`config.mk`:
```
export PLATFORM = sky130hd
export DESIGN_NAME = joystick_block_average_direction_unit
export DESIGN_NICKNAME = d
export VERILOG_FILES = /design/src/hdl/jbad_pkg.sv /design/src/hdl/joystick_block_average_direction_unit.sv /design/src/hdl/jbad_axis_lane.sv /design/src/hdl/jbad_out_buf.sv
export VERILOG_INCLUDE_DIRS = /design/src /design/src/hdl
export SDC_FILE = /design/constraint.sdc
export NUM_CORES = 1
export LEC_CHECK = 0
export ABC_CLOCK_PERIOD_IN_PS = 7800
export BUFFER_PORTS_ARGS = -buffer_cell sky130_fd_sc_hd__buf_2
export CAP_MARGIN = 20
export CORE_UTILIZATION = 40
export CTS_CLUSTER_DIAMETER = 60
export CTS_CLUSTER_SIZE = 25
export DETAILED_ROUTE_END_ITERATION = 7
export GPL_ROUTABILITY_DRIVEN = 0
export PLACE_DENSITY = 0.57
export SLEW_MARGIN = 30
export SYNTH_ARGS = -nofsm -noshare
export SYNTH_HDL_FRONTEND = slang
export SYNTH_SLANG_ARGS = --single-unit
```
`constraint.sdc`:
```
create_clock -name clk -period 7.8 [get_ports clk]
set_input_delay 0.78 -clock clk [delete_from_list [all_inputs] [get_ports clk]]
set_output_delay 0.78 -clock clk [all_outputs]
set_load 0.02 [all_outputs]
```
`src/hdl/joystick_block_average_direction_unit_assert.svh`:
```
// Assertion macros for the joystick block averaging unit.
// They expect clk and rst_n to be in scope.
`ifndef JOYSTICK_BLOCK_AVERAGE_DIRECTION_UNIT_ASSERT_SVH
`define JOYSTICK_BLOCK_AVERAGE_DIRECTION_UNIT_ASSERT_SVH

`define JBAD_ASSERT_NOW(lbl, ante, cons) \
  lbl: assert property (@(posedge clk) disable iff (!rst_n) (ante) |-> (cons)) \
    else $error("assertion failed: same-cycle check");

`define JBAD_ASSERT_NEXT(lbl, ante, cons) \
  lbl: assert property (@(posedge clk) disable iff (!rst_n) (ante) |=> (cons)) \
    else $error("assertion failed: next-cycle check");

`endif

```
`src/hdl/jbad_pkg.sv`:
```
package jbad_pkg;

  localparam int CFG_W      = 10;
  localparam int CFG_ADDR_W = 2;

  localparam logic [CFG_ADDR_W-1:0] REG_DEADBAND  = 2'd0;
  localparam logic [CFG_ADDR_W-1:0] REG_LOW_THR   = 2'd1;
  localparam logic [CFG_ADDR_W-1:0] REG_HIGH_THR  = 2'd2;

  localparam logic [CFG_W-1:0] DEADBAND_RST = 10'd2;
  localparam logic [CFG_W-1:0] LOW_THR_RST  = 10'd500;
  localparam logic [CFG_W-1:0] HIGH_THR_RST = 10'd530;

  localparam logic OP_SAMPLE = 1'b0;
  localparam logic OP_READ   = 1'b1;

  typedef struct packed {
    logic [CFG_W-1:0] deadband;
    logic [CFG_W-1:0] low_thr;
    logic [CFG_W-1:0] high_thr;
  } cfg_t;

  typedef struct packed {
    logic high;
    logic low;
  } lane_flags_t;

endpackage

```
`src/hdl/joystick_block_average_direction_unit.sv`:
```
// Output: the result beat of each accepted input beat is registered in the output buffer.
// Throughput: one beat per cycle; each axis lane accumulates and compares
// combinationally, and a two-entry output buffer holds up to two result
// beats, so in_tready drops only once both are waiting on out_tready.
// Reset: synchronous, active low; clears sums, count, positions and flags and
// loads the deadband and thresholds with 2, 500 and 530.
module joystick_block_average_direction_unit #(
  parameter int LOG2_BLOCK  = 5,
  parameter int SAMPLE_BITS = 10,
  localparam int IN_W  = ((2 * SAMPLE_BITS + 7) / 8) * 8,
  localparam int OUT_W = ((2 * SAMPLE_BITS + 5 + 7) / 8) * 8
) (
  input  logic                            clk,
  input  logic                            rst_n,
  input  logic                            cfg_wen,
  input  logic [jbad_pkg::CFG_ADDR_W-1:0] cfg_addr,
  input  logic [jbad_pkg::CFG_W-1:0]      cfg_wdata,
  input  logic                            in_tvalid,
  output logic                            in_tready,
  // horiz_sample, vert_sample, zero fill
  input  logic [IN_W-1:0]                 in_tdata,
  // op
  input  logic                            in_tuser,
  output logic                            out_tvalid,
  input  logic                            out_tready,
  // horiz_position, vert_position, moving_left, moving_right, moving_up,
  // moving_down, block_done, zero fill
  output logic [OUT_W-1:0]                out_tdata
);

  localparam int IDX_W = (LOG2_BLOCK > 0) ? LOG2_BLOCK : 1;
  localparam logic [IDX_W-1:0] BLOCK_LAST = IDX_W'((1 << LOG2_BLOCK) - 1);

  jbad_pkg::cfg_t           cfg_r, cfg_nxt;
  logic [IDX_W-1:0]         idx_r, idx_nxt;
  logic                     in_acc, smp, rd, done;
  logic [SAMPLE_BITS-1:0]   h_pos, v_pos;
  jbad_pkg::lane_flags_t    h_flags, v_flags;
  logic [OUT_W-1:0]         payload;

  assign in_acc = in_tvalid && in_tready;
  assign smp    = in_acc && (in_tuser == jbad_pkg::OP_SAMPLE);
  assign rd     = in_acc && (in_tuser == jbad_pkg::OP_READ);
  assign done   = smp && (idx_r == BLOCK_LAST);

  assign idx_nxt = done ? '0 : (smp ? idx_r + 1'b1 : idx_r);

  always_comb begin
    cfg_nxt = cfg_r;
    if (cfg_wen) begin
      case (cfg_addr)
        jbad_pkg::REG_DEADBAND: cfg_nxt.deadband = cfg_wdata;
        jbad_pkg::REG_LOW_THR:  cfg_nxt.low_thr  = cfg_wdata;
        jbad_pkg::REG_HIGH_THR: cfg_nxt.high_thr = cfg_wdata;
        default:                cfg_nxt = cfg_r;
      endcase
    end
  end

  always_ff @(posedge clk) begin
    if (!rst_n) begin
      cfg_r.deadband <= jbad_pkg::DEADBAND_RST;
      cfg_r.low_thr  <= jbad_pkg::LOW_THR_RST;
      cfg_r.high_thr <= jbad_pkg::HIGH_THR_RST;
      idx_r          <= '0;
    end else begin
      cfg_r <= cfg_nxt;
      idx_r <= idx_nxt;
    end
  end

  jbad_axis_lane #(
    .LOG2_BLOCK (LOG2_BLOCK),
    .SAMPLE_BITS(SAMPLE_BITS)
  ) u_horiz (
    .clk       (clk),
    .rst_n     (rst_n),
    .cfg       (cfg_r),
    .sample    (in_tdata[SAMPLE_BITS-1:0]),
    .acc_en    (smp),
    .blk_end   (done),
    .flag_clr  (rd),
    .pos_view  (h_pos),
    .flags_view(h_flags)
  );

  jbad_axis_lane #(
    .LOG2_BLOCK (LOG2_BLOCK),
    .SAMPLE_BITS(SAMPLE_BITS)
  ) u_vert (
    .clk       (clk),
    .rst_n     (rst_n),
    .cfg       (cfg_r),
    .sample    (in_tdata[2*SAMPLE_BITS-1:SAMPLE_BITS]),
    .acc_en    (smp),
    .blk_end   (done),
    .flag_clr  (rd),
    .pos_view  (v_pos),
    .flags_view(v_flags)
  );

  assign payload = OUT_W'({done, v_flags.low, v_flags.high, h_flags.high, h_flags.low,
                           v_pos, h_pos});

  jbad_out_buf #(
    .W(OUT_W)
  ) u_out (
    .clk      (clk),
    .rst_n    (rst_n),
    .push     (in_acc),
    .push_data(payload),
    .can_push (in_tready),
    .out_valid(out_tvalid),
    .out_ready(out_tready),
    .out_data (out_tdata)
  );

`include "joystick_block_average_direction_unit_assert.svh"

  `JBAD_ASSERT_NOW(a_stall_has_result, !in_tready, out_tvalid)
  `JBAD_ASSERT_NEXT(a_block_wraps, done, idx_r == '0)
  `JBAD_ASSERT_NEXT(a_read_keeps_count, rd, $stable(idx_r))
  `JBAD_ASSERT_NOW(a_read_no_done, rd, !done)

endmodule

```
`src/hdl/jbad_axis_lane.sv`:
```
module jbad_axis_lane #(
  parameter int LOG2_BLOCK  = 5,
  parameter int SAMPLE_BITS = 10
) (
  input  logic                      clk,
  input  logic                      rst_n,
  input  jbad_pkg::cfg_t            cfg,
  input  logic [SAMPLE_BITS-1:0]    sample,
  input  logic                      acc_en,
  input  logic                      blk_end,
  input  logic                      flag_clr,
  output logic [SAMPLE_BITS-1:0]    pos_view,
  output jbad_pkg::lane_flags_t     flags_view
);

  localparam int SUM_W = SAMPLE_BITS + LOG2_BLOCK;
  localparam int CMP_W = (SAMPLE_BITS > jbad_pkg::CFG_W) ? SAMPLE_BITS : jbad_pkg::CFG_W;

  logic [SUM_W-1:0]        sum_r, sum_nxt, sum_add;
  logic [SAMPLE_BITS-1:0]  pos_r, pos_nxt, mean, diff;
  jbad_pkg::lane_flags_t   flags_r, flags_nxt;
  logic                    move, at_low, at_high;

  assign sum_add = sum_r + SUM_W'(sample);
  assign mean    = sum_add[SUM_W-1:LOG2_BLOCK];
  assign diff    = (mean > pos_r) ? (mean - pos_r) : (pos_r - mean);
  assign move    = blk_end && (CMP_W'(diff) > CMP_W'(cfg.deadband));
  assign at_low  = CMP_W'(pos_r) <= CMP_W'(cfg.low_thr);
  assign at_high = CMP_W'(pos_r) >= CMP_W'(cfg.high_thr);

  always_comb begin
    flags_view = flags_r;
    if (move && at_low && (mean < pos_r)) begin
      flags_view.low  = 1'b1;
      flags_view.high = 1'b0;
    end else if (move && at_high && (mean > pos_r)) begin
      flags_view.low  = 1'b0;
      flags_view.high = 1'b1;
    end
  end

  assign pos_view  = move ? mean : pos_r;
  assign pos_nxt   = pos_view;
  assign flags_nxt = flag_clr ? '0 : flags_view;
  assign sum_nxt   = blk_end ? '0 : (acc_en ? sum_add : sum_r);

  always_ff @(posedge clk) begin
    if (!rst_n) begin
      sum_r   <= '0;
      pos_r   <= '0;
      flags_r <= '0;
    end else begin
      sum_r   <= sum_nxt;
      pos_r   <= pos_nxt;
      flags_r <= flags_nxt;
    end
  end

endmodule

```
`src/hdl/jbad_out_buf.sv`:
```
module jbad_out_buf #(
  parameter int W = 32
) (
  input  logic         clk,
  input  logic         rst_n,
  input  logic         push,
  input  logic [W-1:0] push_data,
  output logic         can_push,
  output logic         out_valid,
  input  logic         out_ready,
  output logic [W-1:0] out_data
);

  logic         main_vld_r, main_vld_nxt;
  logic         skid_vld_r, skid_vld_nxt;
  logic [W-1:0] main_data_r, main_data_nxt;
  logic [W-1:0] skid_data_r, skid_data_nxt;
  logic         main_free;

  assign can_push  = !skid_vld_r;
  assign out_valid = main_vld_r;
  assign out_data  = main_data_r;
  assign main_free = !main_vld_r || out_ready;

  always_comb begin
    main_vld_nxt  = main_vld_r;
    main_data_nxt = main_data_r;
    skid_vld_nxt  = skid_vld_r;
    skid_data_nxt = skid_data_r;
    if (main_free) begin
      if (skid_vld_r) begin
        main_vld_nxt  = 1'b1;
        main_data_nxt = skid_data_r;
        skid_vld_nxt  = 1'b0;
      end else begin
        main_vld_nxt  = push;
        main_data_nxt = push_data;
      end
    end else if (push) begin
      skid_vld_nxt  = 1'b1;
      skid_data_nxt = push_data;
    end
  end

  always_ff @(posedge clk) begin
    if (!rst_n) begin
      main_vld_r <= 1'b0;
      skid_vld_r <= 1'b0;
    end else begin
      main_vld_r <= main_vld_nxt;
      skid_vld_r <= skid_vld_nxt;
    end
    main_data_r <= main_data_nxt;
    skid_data_r <= skid_data_nxt;
  end

endmodule
```
### Word-level counts from Yosys, hierarchy flattened

Index checks and enable logic that the tools add are counted.

| storage, ports and cells | value |
|---|---|
| flip-flop bits (word level) | 141 |
| output and inout port bits | 34 |
| logic and storage cells | 74 |

| operators by class | value |
|---|---|
| add/subtract/negate cells | 7 |
| order comparisons | 10 |
| equality and inequality tests | 3 |
| multiplexer cells | 10 |
| bitwise gates (word level) | 3 |
| reduce and logical (&&, ||, !) cells | 25 |

Operators by type and width:

| operator | count |
|---|---|
| greater-than comparator 10 bit | 4 |
| 2-to-1 mux 10 bit | 4 |
| subtractor 10 bit | 4 |
| adder 15 x 10 -> 15 bit | 2 |
| 2-to-1 mux 25 bit | 1 |
| >= comparator 10 bit | 2 |
| less-or-equal comparator 10 bit | 2 |
| less-than comparator 10 bit | 2 |
| logical AND 1 bit | 14 |
| 2-to-1 mux 2 bit | 4 |
| AND reduction 2 bit | 4 |
| OR reduction 2 bit | 3 |
| adder 5 x 1 -> 5 bit (second input constant) | 1 |
| == test 5 bit (second input constant) | 1 |
| NOT 1 bit | 3 |
| == test 2 x 1 -> 1 bit (second input constant) | 1 |
| == test 2 bit (second input constant) | 1 |
| logical NOT 1 bit | 2 |
| logical NOT 2 bit | 1 |
| logical OR 1 bit | 1 |
| 2-to-1 mux 1 bit | 1 |

### Longest topological paths before layout

| logic depth | value |
|---|---|
| word-level depth | 10 |
| mapped depth | 30 |
| mapped depth without buffers | 27 |

### Modules after synthesis

From an unflattened synthesis, not the netlist that was laid out.

| second synthesis, totals | value |
|---|---|
| cells, all modules | 1061 |
| area, all modules | 10426.2 µm² |

Modules (own cells, without submodules):

| module | instances | cells each | area each (µm²) | seq. area each (µm²) |
|---|---|---|---|---|
| jbad_axis_lane at u_horiz | 1 | 421 | 3362.0 | 540.5 |
| jbad_axis_lane at u_vert | 1 | 378 | 3120.5 | 540.5 |
| jbad_out_buf | 1 | 109 | 2542.4 | 1961.9 |
| joystick_block_average_direction_unit | 1 | 153 | 1401.3 | 700.7 |

### Worst setup path before layout

No wires, ideal clock.

| path | value |
|---|---|
| path type | input -> register |
| start point | input port in_tdata[10] |
| end point | register u_out.main_data_r[23] (netlist: u_out.out_data[23]) (data pin) |
| arrival | 6552 ps |
| data required time | 7540 ps |
| slack | 988 ps |
| cell stages on the path | 29 |
| buffers on the path | 2 |
| cell sequence | ha_1 > inv_1 > fa_1 > nor2b_4 > o21ai_2 > a2111o_1 > a31oi_1 > o211ai_1 > xor2_1 > inv_1 > ha_1 > nand4_1 > a21oi_1 > o311ai_2 > a21boi_0 > buf_4 > mux2_2 > o221ai_2 > a31oi_1 > xnor2_1 > ha_1 > a21o_1 > a21oi_1 > and2b_2 > o41ai_4 > buf_2 > nor3_1 > a21o_1 > mux2_2 |

| on the way | value |
|---|---|
| cells in the longest elaborated chain, start to end | 10 |

RTL lines:

| element | RTL line | RTL |
|---|---|---|
| from (decl) | joystick_block_average_direction_unit.sv:21 | `input logic [IN_W-1:0] in_tdata,` |
| adder 15 x 10 -> 15 bit (*) | jbad_axis_lane.sv:24 | `assign sum_add = sum_r + SUM_W'(sample);` |
| net u_vert.sum_add[12] | jbad_axis_lane.sv:19 | `logic [SUM_W-1:0] sum_r, sum_nxt, sum_add;` |
| subtractor 10 bit / greater-than comparator 10 bit (equally long branches) | jbad_axis_lane.sv:26, jbad_axis_lane.sv:36 |  |
| 2-to-1 mux 10 bit | jbad_axis_lane.sv:26 | `assign diff = (mean > pos_r) ? (mean - pos_r) : (pos_r - mean);` |
| greater-than comparator 10 bit | jbad_axis_lane.sv:27 | `assign move = blk_end && (CMP_W'(diff) > CMP_W'(cfg.deadband));` |
| logical AND 1 bit | jbad_axis_lane.sv:27 |  |
| logical AND 1 bit (2 in series) | jbad_axis_lane.sv:36 | `end else if (move && at_high && (mean > pos_r)) begin` |
| 2-to-1 mux 2 bit | jbad_axis_lane.sv:36 |  |
| 2-to-1 mux 2 bit (*) | jbad_axis_lane.sv:33 | `if (move && at_low && (mean < pos_r)) begin` |
| net u_out.push_data[23] | jbad_out_buf.sv:7 | `input logic [W-1:0] push_data,` |
| 2-to-1 mux 25 bit (*) | jbad_out_buf.sv:31 | `if (skid_vld_r) begin` |
| to (signal assigned) | jbad_out_buf.sv:53 | `main_data_r <= main_data_nxt;` |
| to (decl) | jbad_out_buf.sv:16 | `logic [W-1:0] main_data_r, main_data_nxt;` |

The timed path passes the listed nets; every way through them passes the cells marked *.
A chain may end at the register's enable or synchronous reset.

### Worst setup path after layout

| path | value |
|---|---|
| start point | input port in_tdata[0] |
| end point | register u_out.main_data_r[9] (netlist: u_out.out_data[9]) (data pin) |

| on the way | value |
|---|---|
| cells in the longest elaborated chain, start to end | 7 |

RTL lines:

| element | RTL line | RTL |
|---|---|---|
| adder 15 x 10 -> 15 bit (*) | jbad_axis_lane.sv:24 |  |
| net u_horiz.sum_add[10] | jbad_axis_lane.sv:19 |  |
| subtractor 10 bit / greater-than comparator 10 bit (equally long branches) | jbad_axis_lane.sv:26 |  |
| 2-to-1 mux 10 bit (*) | jbad_axis_lane.sv:26 |  |
| greater-than comparator 10 bit (*) | jbad_axis_lane.sv:27 |  |
| logical AND 1 bit (*) | jbad_axis_lane.sv:27 |  |
| 2-to-1 mux 10 bit (*) | jbad_axis_lane.sv:42 | `assign pos_view = move ? mean : pos_r;` |
| 2-to-1 mux 25 bit (*) | jbad_out_buf.sv:31 |  |

Marked as above.

==> results.cfg <==
[run_status]
outcome = finished clean

[timing]
slew_headroom_pct = 45.8
hold_viol = 0
fin_ws_ns = 0.657
clock_skew_ns = 0.0109
layout_worst_path_cycle_share_pct = 91.6
max_clock_freq_mhz = 140
drv_slew = 0
fin_crit_ns = 7.14
tightest_slew_ns = 0.810
rsz0062_at_grt = no
fin_tns_setup_ns = 0
setup_viol = 0

[route]
dr.pass1.iters = 5
drc = 0
wl_per_cell_um = 16.0
routed_wl_um = 22800
first_iter_violations = 470
vias = 7276
antenna_left = 0
viasPerCell = 5.11

[synthesis]
ys_warn_count = 0
ys_seq_area_share_pct = 35.3
yosysTopAreaCellShare_pct = 19.3
yosysTopAreaCell = dfxtp_1
synthTopCellsByCount = ha_1, nand2_1, inv_1
ys_types = 70
avgSynthCellArea_um2 = 9.14
synth.most_common_cell = ha_1
postSynth.asyncResetShare_pct = 0
netlist_area_um2 = 9420
synthTopCellsByArea = dfxtp_1, ha_1, edfxtp_1
synth_edf_count = 50
ys_seq_elements = 141
synth-main-ff-cell = dfxtp_1
syn_inst = 1031

[floorplan]
initial_core_util_pct = 41.2
design.core.area_um2 = 22800
die_w_um = 155
die_h_um = 155
io_pins = 76
rows = 55
floorplan.die_area_um2 = 24200

[power]
leakage_nw = 4.89
vdd_drop_max_mv = 0.154
power_density_nw_per_um2 = 210

[setup_path]
worst-setup-path-type = primary input to register
critPathLaunchType = primary input
crit_path_end_kind = register
worst_path_most_repeated_cell = o21ai_0
worst_ep_required_time_ns = 7.96
crit_fanout = 14
max_stage_delay_ns = 0.58
crit_slowest_cell = nor2_1
cp_data_arrival_time_ns = 7.30

[clock_network]
clk_latency_ns = 0.43
cts_tree = yes
cts_setup_buffers = 0
cts_hold_buf = 0
cts_made_buffers = 17
cts.repair.resized = 0
clockRootBuffer = clkbuf_16
h-tree-depth = 4
cts_buffer_depth = 2
path_clk_slew_ns = 0.06
cts.sinks = 141

[grt]
gr-total-overflow = 0
grt_pass1_vias = 6844
grt_max_degree = 59
antenna_found_initial = 0
grt_use_total_pct = 19.6
grt_pass1_wl_um = 36400

[finish]
final_util_pct = 46.9
fin_cells = 1424
fin_nets = 1268
drive_gt1_share_pct = 14.6
area_delta_synth_final_pct = 13.8
final_area_um2 = 10700
antenna_cells = 0

[placement]
place_area_um2 = 10100
place_inst = 1392
io_buffers = 64
pre_cts_slack_ns = 0.277
post-dp-hpwl_um = 17300

[min_path]
hold_class = register to register

[job]
max_cap_violations = 0
[routing by layer]
layer  global-route usage [%]  vias up  wire length [um]  share of wire, %
met5                        0        -                 0                 0
met4                     5.65        0               371               1.6
met2                     31.4      136             10200                45
met1                     26.9     3388             11300                50
met3                     3.48       27               887               3.9
li1                         -     3725                 -                 -
[registers in the layout, summed over array words and instances, names as in the netlist, 2 cells and up]
name,cells
u_vert.pos_r,10
u_horiz.sum_r,15
idx_r,5
u_vert.flags_r,2
u_horiz.pos_r,10
cfg_r,30
u_out.out_data,25
u_vert.sum_r,15
u_horiz.flags_r,2
u_out.skid_data_r,25
[stage by stage]
step,hold slack (ns),power (W)
after floorplan,0.436,0.00127
after global placement,0.444,0.00140
final,0.456,0.00225
after detailed placement,0.452,0.00141
after global routing,0.480,0.00238
after CTS,0.460,0.00227
[power breakdown]
part           switching, W  total [W]  internal (W)
Combinational      0.000343   0.000601      0.000258
Clock              0.000342   0.000852      0.000510
Sequential        0.0000129   0.000800      0.000787
[critical path, delay by kind of cell]
kind	cells	cell delay, ns
XOR/XNOR	2	0.54
buffers and inverters	3	0.45
adder cells (fa/ha/maj)	4	1.35
multiplexers	1	0.42
AO/OA/AOI/OAI	13	2.84
AND/OR/NAND/NOR	4	0.94
[cell usage in the layout (no fill, tap or decap), types with 7 or more instances in the layout]
cell type,n
clkbuf_16,17
and3_1,10
xor2_1,19
nand3_1,11
and2_1,16
nor2_1,58
inv_1,95
nor3_1,13
a21oi_1,74
nor2b_1,27
buf_2,64
a211oi_1,11
a21boi_0,13
a21o_1,32
ha_1,122
nand2_1,115
nand2b_1,9
mux2i_1,17
mux2_2,26
dfxtp_1,91
nand4_1,14
xnor2_1,24
conb_1,7
buf_4,19
edfxtp_1,50
o211ai_1,13
o21ai_0,43
[final cells by class]
cell class                      count  area (um^2)
Timing Repair Buffer               83          463
Clock inverter                     14          180
Clock buffer                       18          429
Sequential cell                   141         3320
Tap cell                          313          392
Inverter                           96          360
Fill cell                        2275        12100
Multi-Input combinational cell    759         5580
[kinds of logic (layout without fill, tap and decap cells)]
logic type	count (synthesis)	count (layout)	synth area share [%]
AO/OA/AOI/OAI	237	237	16.7
XOR/XNOR	43	43	4.00
adder cells (fa/ha/maj)	128	128	17.5
buffers and inverters	137	211	5.96
flip-flops	141	141	35.3
multiplexers	45	45	5.23
other	1	7	0.0398
AND/OR/NAND/NOR	299	299	15.4
[worst paths after layout]
kind                    start           endpoint  slack (ns)  depth (start not counted)
min reg2reg   u_vert.sum_r[3]    u_vert.sum_r[3]        0.46                          2
min           u_vert.sum_r[3]    u_vert.sum_r[3]        0.46                          2
max reg2reg  u_horiz.sum_r[0]  u_out.out_data[9]        0.81                         26
max               in_tdata[0]  u_out.out_data[9]        0.66                         27
No activity file was read; power rests on OpenSTA's default activity.
